--- src/design/bffa_pkg.sv ---
// Shared constants, types and a helper function of the first-fit bitmap allocator.
package bffa_pkg;

	localparam int MAP_BYTES     = 512;
	localparam int BITS_PER_BYTE = 8;
	localparam int MAP_BITS      = MAP_BYTES * BITS_PER_BYTE;

	localparam int WORD_BITS  = 64;
	localparam int WORD_SHIFT = 6;
	localparam int BYTE_SHIFT = 3;
	localparam int WORD_BYTES = WORD_BITS / BITS_PER_BYTE;
	localparam int NUM_WORDS  = (MAP_BITS + WORD_BITS - 1) / WORD_BITS;
	localparam int ROW_AW     = (NUM_WORDS > 1) ? $clog2(NUM_WORDS) : 1;
	localparam int ROW_CNT_W  = $clog2(NUM_WORDS + 1);

	localparam int LIMIT_W  = 13;
	localparam int INDEX_W  = 12;
	localparam int MAP_CNT_W = $clog2(MAP_BITS + 1);
	localparam int CNT_W    = (MAP_CNT_W > LIMIT_W) ? MAP_CNT_W : LIMIT_W;
	localparam int ENTRY_W  = ROW_AW + WORD_SHIFT;
	localparam int WIDE_W   = CNT_W + INDEX_W + ENTRY_W;

	localparam int LIMIT_RESET  = 4096;
	localparam int USABLE_RESET = (LIMIT_RESET < MAP_BITS) ? LIMIT_RESET : MAP_BITS;
	localparam int NROWS_RESET  = (USABLE_RESET + WORD_BITS - 1) / WORD_BITS;

	typedef enum logic [1:0] {
		ST_OK       = 2'd0,
		ST_NO_SPACE = 2'd1,
		ST_RANGE    = 2'd2
	} status_t;

	typedef struct packed {
		logic req_load;
		logic scan_clear;
		logic scan_run;
		logic free_read;
		logic free_write;
		logic range_fail;
		logic none_fail;
		logic out_load;
	} ctl_cmd_t;

	typedef struct packed {
		logic found;
		logic none;
		logic range_err;
		logic out_free;
	} dp_stat_t;

	// Position of the lowest set bit of a word, searched per byte and then across bytes.
	function automatic logic [WORD_SHIFT-1:0] first_set_pos(input logic [WORD_BITS-1:0] vec);
		logic [BYTE_SHIFT-1:0] byte_pos [WORD_BYTES];
		logic [WORD_BYTES-1:0] byte_any;
		logic [WORD_SHIFT-1:0] pos;
		pos = '0;
		for (int g = 0; g < WORD_BYTES; g++) begin
			byte_any[g] = |vec[g*BITS_PER_BYTE +: BITS_PER_BYTE];
			byte_pos[g] = '0;
			for (int b = BITS_PER_BYTE - 1; b >= 0; b--) begin
				if (vec[g*BITS_PER_BYTE + b]) begin
					byte_pos[g] = BYTE_SHIFT'(b);
				end
			end
		end
		for (int g = WORD_BYTES - 1; g >= 0; g--) begin
			if (byte_any[g]) begin
				pos = {(WORD_SHIFT-BYTE_SHIFT)'(g), byte_pos[g]};
			end
		end
		return pos;
	endfunction

endpackage

--- src/design/bffa_ctrl.sv ---
// Controller state machine that sequences allocate scans and free updates.
module bffa_ctrl
	import bffa_pkg::*;
(
	input  logic     clk,
	input  logic     arst_n,
	input  logic     in_valid,
	output logic     in_stall,
	input  logic     mode,
	input  dp_stat_t stat,
	output ctl_cmd_t cmd
);

	typedef enum logic [4:0] {
		S_IDLE     = 5'b00001,
		S_SCAN     = 5'b00010,
		S_FREE_CHK = 5'b00100,
		S_FREE_WR  = 5'b01000,
		S_DONE     = 5'b10000
	} state_t;

	state_t state_q;
	state_t state_d;

	assign in_stall = (state_q != S_IDLE);

	always_comb begin
		state_d = state_q;
		cmd     = '0;
		case (state_q)
			S_IDLE: begin
				if (in_valid) begin
					cmd.req_load   = 1'b1;
					cmd.scan_clear = 1'b1;
					state_d        = mode ? S_FREE_CHK : S_SCAN;
				end
			end
			S_SCAN: begin
				cmd.scan_run = 1'b1;
				if (stat.found) begin
					state_d = S_DONE;
				end else if (stat.none) begin
					cmd.none_fail = 1'b1;
					state_d       = S_DONE;
				end
			end
			S_FREE_CHK: begin
				if (stat.range_err) begin
					cmd.range_fail = 1'b1;
					state_d        = S_DONE;
				end else begin
					cmd.free_read = 1'b1;
					state_d       = S_FREE_WR;
				end
			end
			S_FREE_WR: begin
				cmd.free_write = 1'b1;
				state_d        = S_DONE;
			end
			S_DONE: begin
				if (stat.out_free) begin
					cmd.out_load = 1'b1;
					state_d      = S_IDLE;
				end
			end
			default: begin
				state_d = S_IDLE;
			end
		endcase
	end

	always_ff @(posedge clk or negedge arst_n) begin
		if (!arst_n) begin
			state_q <= S_IDLE;
		end else begin
			state_q <= state_d;
		end
	end

endmodule

--- config.mk ---
export PLATFORM = sky130hd
export DESIGN_NAME = bffa_ctrl
export DESIGN_NICKNAME = d
export VERILOG_FILES = /design/src/design/bffa_pkg.sv /design/src/design/bffa_ctrl.sv
export SDC_FILE = /design/constraint.sdc
export NUM_CORES = 1
export LEC_CHECK = 0
export ABC_AREA = 1
export BUFFER_PORTS_ARGS = -buffer_cell sky130_fd_sc_hd__buf_2
export CAP_MARGIN = 5
export CORE_AREA = 4 4 41 43
export DETAILED_ROUTE_END_ITERATION = 6
export DIE_AREA = 0 0 45 47
export SLEW_MARGIN = 15
export SYNTH_ARGS = -nofsm -noshare
export SYNTH_HDL_FRONTEND = slang
export SYNTH_SLANG_ARGS = --single-unit
--- constraint.sdc ---
create_clock -name clk -period 1.2 [get_ports clk]
set_input_delay 0.06 -clock clk [delete_from_list [all_inputs] [get_ports clk]]
set_output_delay 0.06 -clock clk [all_outputs]
set_load 0.01 [all_outputs]
==> out/metrics.yaml, run 1 <==
max-slew-margin-rel_pct: 86.69
wirelength_um: 1118
fin_ws_ps: -156.9
ys_ff_latch: 5
ant_nets: 0
insertion_delay_ps: 240
synthCells: 56
power.switching_mw: 0.7039
clockRootBuffer: "clkbuf_4"
synth.most_common_cell: "nor2_1"
ys_seq_area_share_pct: 31.56
nNetsFinal: 96
first_iter_violations: 6
synth_ff_type: "dfrtp_1"
fin_worst_skew_ps: 3.320
grt_overflow: 0
antenna_found_initial: 0
syn_area_per_cell_sq_um: 7.150
dr.pass1.iters: 3
cap_violations: 0
regMostFlops: "state_q"
cts_sinks: 5
finalSetupViolations: 13
seq_power_share_pct: 22.1
hold_path_depth: 3
syn_area_sq_um: 400.4
n_antenna_cell: 0
hpwl_um: 795.6
fin_cells: 102
fp-row-count: 13
grt_pass1_wl_um: 1759
critPathLaunch: "state_q[1]"
yosys_warnings: 0
period_share_pct: 113.1
ir_drop_mv: 0.8754
timing.reg2reg.setup_slack_ps: -40
combinationalPowerShare_pct: 65.3
vias_per_cell: 4.461
drc: 0
holdPathEnd: "state_q[2]"
cts_buffer_depth: 2
rsz0062_at_grt: "yes"
critPathMaxStageDelay_ps: 440
hp-start: "mode"
placed_cells: 87
holdWs_ps: 86.19
core-area_sq_um: 1301
reg_top3: "state_q x5"
cts_tree: "yes"
crit_arrival_ps: 1300
path_cells: "nor2_4, buf_4, nand3_1, nor2_1, buf_2"
area_delta_synth_final_pct: 72.81
die_y_um: 47
numCtsBuffers: 3
p_int_mw: 0.8624
largest_register_ffs: 5
r2r_end: "state_q[4]"
hold_path_class: "in2reg"
drive_above_1_share_pct: 59.77
yosys.area.top_type: "dfrtp_1"
worst-slew-pin-transition_ps: 199.0
die-width_um: 45
synthArstFlopShare_pct: 100.0
start_util_pct: 30.77
pin_count: 17
synth_edf_count: 0
outcome: "finished, violations left"
ys_top_cells_by_area: "dfrtp_1, nor2_1, nor2_4, inv_1, dfstp_2"
critical_path.top_delay_family: "flip-flops"
fmax_mhz: 737.0
final-hold-violation-count: 0
cp-end-kind: "primary output"
setup_tns_ps: -968.8
timing.rr.start: "state_q[0]"
worstPathRequired_ps: 1140
crit_type: "reg2out"
synthDistinctLibCells: 18
grt_max_degree: 7
final.min_clock_period_ps: 1357
grt_pass1_vias: 432
yosys-top-cells-count: "nor2_1, inv_1, nand2_1"
io_buffer_count: 16
switching_share_pct: 44.94
dieArea_sq_um: 2115
wl_per_cell_um: 10.96
critPathLaunchType: "register"
rr_worst_depth: 5
drv_slew: 0
power_density_nw_per_um2: 2264
cp_slowest_cell: "dfrtp_2"
place_congestion: 0.7980
power.share.clock_pct: 12.5
clk_pin_slew_ps: 50
grtUsageTotal_pct: 11.65
violations: "setup timing"
p_leak_nw: 0.3664
syn_nets: 64
vias: 455
ctsHtreeMaxLevel: 1
path_max_fanout: 4
crit_buf_inv: 2
synthDominantCellAreaShare_pct: 25.00
metal layers:
metal | vias to the layer above | part of all wire, % | GRT usage (%)
met5 | - | 0 | 0
met4 | 0 | 0 | 7.018
met3 | 0 | 4.8 | 1.149
met2 | 10 | 50 | 17.80
met1 | 203 | 45 | 15.83
li1 | 242 | - | -
cells by family (layout without fill, tap and decap cells):
| group | count (synthesis) | in the layout | share of synthesized area (%) |
|---|---|---|---|
| AO/OA/AOI/OAI | 2 | 2 | 3.437 |
| AND/OR/NAND/NOR | 39 | 39 | 54.69 |
| buffers and inverters | 10 | 41 | 10.31 |
| flip-flops | 5 | 5 | 31.56 |
worst max-delay path by stage:
stage                     cells after the start         end
after floorplan                               4      cmd[7]
after global placement                        4  state_q[1]
after detailed placement                      5  state_q[4]
after CTS                                     5      cmd[0]
after global routing                          5      cmd[0]
final                                         5      cmd[0]
timing repair:
| action | 4_1_cts | 5_1_grt |
|---|---|---|
| endpoints found under the setup margin | 10 | 13 |
| hold endpoints to repair | 6 | 0 |
| setup buffers | 3 | 6 |
| gates resized for setup | 9 | 10 |
| pin swaps | 5 | 9 |
| hold buffers | 2 | 0 |
power by group through the flow:
stage	sequential [mW]	clock, mW	combinational [mW]
after floorplan	0.314	0	0.514
after global placement	0.327	0	0.655
after detailed placement	0.332	0	0.667
after CTS	0.346	0.206	0.847
after global routing	0.360	0.217	1.13
final	0.347	0.196	1.02
area by class of cell:
| class | instances | area (sq um) |
|---|---|---|
| Clock buffer | 4 | 26.28 |
| Fill cell | 128 | 609.3 |
| Inverter | 9 | 33.78 |
| Multi-Input combinational cell | 41 | 280.3 |
| Sequential cell | 5 | 128.9 |
| Tap cell | 15 | 18.77 |
| Timing Repair Buffer | 28 | 203.9 |
cell usage in the layout, fill, tap and decap left out, types with 2 or more instances in the layout:
cell type / instances
buf_2: 12
buf_4: 9
nor2_1: 8
inv_1: 7
nor2_4: 6
nand2_1: 6
buf_6: 5
nor2_2: 4
nand4_1: 4
nand3_1: 3
clkbuf_4: 3
nand3_2: 2
inv_2: 2
nand2_2: 2
dlygate4sd3_1: 2
dfrtp_2: 2
dfrtp_1: 2
tightest hold or removal path: cells and delay by family:
family	cells	cell delay, ps
buf+inv	1	100
simple gates	2	130
stage by stage:
stage | power (mW) | utilization (%) | area [sq um] | worst slack (ps)
6_report | 1.566 | 53.17 | 691.9 | -156.9
5_1_grt | 1.709 | 53.17 | 691.9 | -219.6
4_1_cts | 1.399 | 46.44 | 604.3 | -132.2
3_5_place_dp | 0.9982 | 38.56 | 501.7 | -2.528
3_3_place_gp | 0.9818 | 38.56 | 501.7 | 19.36
2_1_floorplan | 0.8278 | - | 402.9 | 64.05
(Power assumes the default switching activity.)
==> run 2: changes to the inputs <==
--- a/config.mk
+++ b/config.mk
@@ -6,11 +6,12 @@
 export NUM_CORES = 1
 export LEC_CHECK = 0
 export ABC_AREA = 1
-export BUFFER_PORTS_ARGS = -buffer_cell sky130_fd_sc_hd__buf_2
+export BUFFER_PORTS_ARGS = -buffer_cell sky130_fd_sc_hd__buf_4
 export CAP_MARGIN = 5
 export CORE_AREA = 4 4 41 43
 export DETAILED_ROUTE_END_ITERATION = 6
 export DIE_AREA = 0 0 45 47
+export MAX_ROUTING_LAYER = met4
 export SLEW_MARGIN = 15
 export SYNTH_ARGS = -nofsm -noshare
 export SYNTH_HDL_FRONTEND = slang
==> out/metrics.yaml, run 2 (synthesis results as in run 1) <==
outcome: "finished, violations left"
violations: "setup timing"
dieArea_sq_um: 2115
critPathLaunchType: "register"
p_int_mw: 0.7870
holdWs_ps: 92.44
grtUsageTotal_pct: 10.57
start_util_pct: 30.77
grt_overflow: 0
final.min_clock_period_ps: 1352
fin_cells: 97
clockRootBuffer: "clkbuf_4"
path_max_fanout: 7
core-area_sq_um: 1301
wl_per_cell_um: 10.96
insertion_delay_ps: 240
reg_top3: "state_q x5"
regMostFlops: "state_q"
combinationalPowerShare_pct: 63.4
final_util_pct: 51.63
hpwl_um: 772.2
seq_power_share_pct: 23.2
n_antenna_cell: 0
io_buffer_count: 16
grt_pass1_wl_um: 1552
cts_sinks: 5
drv_slew: 0
p_leak_nw: 0.3498
ir_drop_mv: 1.088
grt_max_degree: 8
power.switching_mw: 0.6834
pin_count: 17
area_delta_synth_final_pct: 67.81
largest_register_ffs: 5
crit_arrival_ps: 1290
cts_buffer_depth: 2
finalSetupViolations: 13
antenna_found_initial: 0
placed_cells: 87
clk_pin_slew_ps: 40
power.share.clock_pct: 13.4
fp-row-count: 13
power_density_nw_per_um2: 2188
period_share_pct: 112.7
first_iter_violations: 5
vias_per_cell: 4.629
cp-end-kind: "primary output"
numCtsBuffers: 3
ctsHtreeMaxLevel: 1
die_y_um: 47
drc: 0
hold_path_class: "in2reg"
layout_commonest_cell: "buf_4"
nNetsFinal: 91
final-hold-violation-count: 0
max-slew-margin-rel_pct: 83.89
worst-slew-pin-transition_ps: 240.9
switching_share_pct: 46.48
cts_tree: "yes"
rsz0062_at_grt: "yes"
worstPathRequired_ps: 1140
wirelength_um: 1063
finalPower_mw: 1.470
drive_above_1_share_pct: 56.10
ant_nets: 0
fin_ws_ps: -152.3
setup_tns_ps: -1172
dr.pass1.iters: 4
fmax_mhz: 739.5
place_congestion: 0.8292
grt_pass1_vias: 414
layout_common_cells: "buf_4, nor2_1, inv_1, nand2_1, nor2_2"
fin_worst_skew_ps: 4.484
die-width_um: 45
crit_type: "reg2out"
vias: 449
cap_violations: 0
==> run 2: cell types whose count changed in the layout (fill, tap and decap cells not counted), moves of 2 or more <==
cell	before	now
buf_6	5	3
nor2_4	6	4
buf_2	12	0
buf_4	9	18
==> run 2: area by class of cell <==
class	instances	area, sq um
clock buffers	4	26.28
fillers	133	629.4
well taps	15	18.77
repair buffers	23	188.9
multi-input cells	41	274.0
flip-flops and latches	5	127.6
inverters	9	36.28
==> run 2: critical path: stages (launching register included) <==
cell and delay [ps]:
dfrtp_1 430, nor2_4 220, buf_6 140, inv_4 30, nor2_4 120, buf_6 120
==> run 2: through the flow <==
stage                     setup slack, ps  area [sq um]
after floorplan                     64.05         402.9
after global placement              26.98         541.8
after detailed placement            13.22         541.8
after CTS                          -138.0         638.1
after global routing               -220.9         671.9
final                              -152.3         671.9
==> run 2: worst paths after layout <==
| path | start | to | slack (ps) | cells after the start |
|---|---|---|---|---|
| worst max-delay path | state_q[3] | cmd[5] | -150 | 5 |
| worst min register to register | state_q[4] | state_q[2] | 630 | 3 |
| min in group asynchronous | arst_n | state_q[1] | 160 | 2 |
| max in group asynchronous | arst_n | state_q[0] | 840 | 2 |
| worst min-delay path | mode | state_q[2] | 90 | 3 |
| worst max register to register | state_q[0] | state_q[4] | -90 | 4 |
==> run 2: per-layer routing <==
metal	routed length, um	track usage, %
met5	0	-
met3	80	2.299
met2	500	14.97
met4	19	9.357
met1	463	12.41
==> run 2: timing repair <==
item	CTS	global route
pin swaps	4	3
hold buffers	2	0
endpoints found under the setup margin	9	13
hold endpoints to repair	6	0
gates resized for setup	7	8
buffers inserted	3	1
==> run 2: power groups by stage <==
stage	Combinational, mW	Clock, mW	Sequential, mW
after floorplan	0.514	0	0.314
after global placement	0.718	0	0.327
after detailed placement	0.721	0	0.326
after CTS	0.848	0.208	0.334
after global routing	1.02	0.221	0.355
final	0.933	0.197	0.341
==> run 3: changes to the inputs <==
--- a/config.mk
+++ b/config.mk
@@ -5,7 +5,6 @@
 export SDC_FILE = /design/constraint.sdc
 export NUM_CORES = 1
 export LEC_CHECK = 0
-export ABC_AREA = 1
 export BUFFER_PORTS_ARGS = -buffer_cell sky130_fd_sc_hd__buf_4
 export CAP_MARGIN = 5
 export CORE_AREA = 4 4 41 43
==> constraint.sdc (replaced) <==
create_clock -name clk -period 1.21 [get_ports clk]
set_input_delay 0.0605 -clock clk [delete_from_list [all_inputs] [get_ports clk]]
set_output_delay 0.0605 -clock clk [all_outputs]
set_load 0.01 [all_outputs]
==> out/metrics.yaml, run 3 <==
fin_worst_skew_ps: 7.148
cap_violations: 0
io_buffer_count: 16
worstPathRequired_ps: 1150
hp-start: "mode"
grt_max_degree: 8
syn_nets: 53
cts_tree: "yes"
final.min_clock_period_ps: 1514
regMostFlops: "state_q"
first_iter_violations: 3
fp-row-count: 13
grt_pass1_vias: 473
grt_overflow: 0
hpwl_um: 869.1
grt_pass1_wl_um: 1966
timing.rr.start: "state_q[3]"
path_max_fanout: 3
synth_ff_type: "dfrtp_1"
place_congestion: 0.8242
area_delta_synth_final_pct: 92.56
rsz0062_at_grt: "yes"
critPathLaunchType: "register"
critPathLaunch: "state_q[3]"
ys_seq_area_share_pct: 30.06
final-hold-violation-count: 0
violations: "setup timing"
synthArstFlopShare_pct: 100.0
synthDistinctLibCells: 26
yosys-top-cells-count: "nor2_1, inv_1, dfrtp_1"
reg_top3: "state_q x5"
max-slew-margin-rel_pct: 81.09
fin_cells: 95
ant_nets: 0
layout_commonest_cell: "buf_4"
fmax_mhz: 660.4
drive_above_1_share_pct: 71.25
cp-end-kind: "primary output"
syn_area_per_cell_sq_um: 9.342
ys_top_cells_by_area: "dfrtp_1, nor2_1, dfstp_2, buf_6, or3_4"
largest_register_ffs: 5
synth_edf_count: 0
finalSetupViolations: 13
yosys_warnings: 0
crit_type: "reg2out"
clk_pin_slew_ps: 50
vias_per_cell: 5.105
final_util_pct: 62.21
wl_per_cell_um: 12.94
n_antenna_cell: 0
ys_ff_latch: 5
pre_cts_ws_ps: -123.4
synthDominantCellAreaShare_pct: 23.81
fillers: 121
nNetsFinal: 89
crit_arrival_ps: 1450
drc: 0
setup_tns_ps: -2929
start_util_pct: 32.31
synthCells: 45
period_share_pct: 125.1
outcome: "finished, violations left"
core-area_sq_um: 1301
dr.pass1.iters: 4
synth.most_common_cell: "nor2_1"
worst-slew-pin-transition_ps: 279.3
vias: 485
layout_common_cells: "buf_4, buf_6, inv_1, nor2_1"
ir_drop_mv: 0.8522
ctsHtreeMaxLevel: 1
dieArea_sq_um: 2115
die-width_um: 45
yosys.area.top_type: "dfrtp_1"
drv_slew: 0
p_leak_nw: 0.3728
insertion_delay_ps: 250
holdWs_ps: 8.576
wirelength_um: 1229
numCtsBuffers: 3
hold_path_class: "in2reg"
antenna_found_initial: 0
clockRootBuffer: "clkbuf_4"
grtUsageTotal_pct: 13.63
fin_ws_ps: -304.2
syn_area_sq_um: 420.4
placed_cells: 84
cts_buffer_depth: 2
pin_count: 17
die_y_um: 47
power_density_nw_per_um2: 1575
cts_sinks: 5
[run 3: cell families (layout without fill, tap and decap cells)]
kind of cell | Yosys count | count (layout) | synth area share (%)
XOR/XNOR | 1 | 1 | 2.084
buffers and inverters | 8 | 43 | 11.61
AO/OA/AOI/OAI | 6 | 6 | 12.20
AND/OR/NAND/NOR | 25 | 25 | 44.05
flip-flops | 5 | 5 | 30.06
[run 3: path summary, 6_finish.rpt]
| path | depth (start not counted) | slack [ps] | end |
|---|---|---|---|
| max in group asynchronous | 2 | 860 | state_q[0] |
| min | 2 | 9 | state_q[1] |
| max reg2reg | 4 | -290 | state_q[1] |
| max | 4 | -300 | cmd[1] |
| min in group asynchronous | 2 | 150 | state_q[4] |
| min reg2reg | 3 | 750 | state_q[0] |
[run 3: per-stage QoR]
step	area (sq um)	total power, mW
3_3_place_gp	631.9	0.8542
6_report	809.5	1.275
4_1_cts	770.7	1.218
3_5_place_dp	631.9	0.8597
5_1_grt	809.5	1.360
2_1_floorplan	440.4	0.6028
[run 3: cell type report]
cell class	count	area [sq um]	area share [%]
clock buffers	4	26.28	3.246
inverters	5	18.77	2.318
multi-input cells	32	331.6	40.96
flip-flops and latches	5	127.6	15.77
well taps	15	18.77	2.318
repair buffers	34	286.5	35.39
[run 3: report_power, final]
group	switching [mW]	internal, mW	leakage (nW)
Sequential	0.0551	0.219	0.0636
Clock	0.0727	0.125	0.0150
Combinational	0.353	0.450	0.294
Total	0.481	0.794	0.373
[run 3: repair_timing]
item / 4_1_cts / 5_1_grt
endpoints found under the hold margin: 6 / 0
pin swaps: 9 / 4
setup endpoints to repair: 13 / 13
resized for setup: 13 / 9
setup buffers: 6 / 0
hold buffers: 2 / 0
[run 3: routing by layer]
layer	GRT usage, %	routed length [um]	vias to the layer above
met5	-	0	-
met4	5.263	8	0
met3	4.598	74	2
met2	23.45	689	14
met1	14.35	456	237
li1	-	-	232
[run 3: critical path, cell delays in order (launching register included)]
cell	delay, ps
dfrtp_1	410
or3_4	420
nor2_4	90
and3b_2	190
buf_6	100
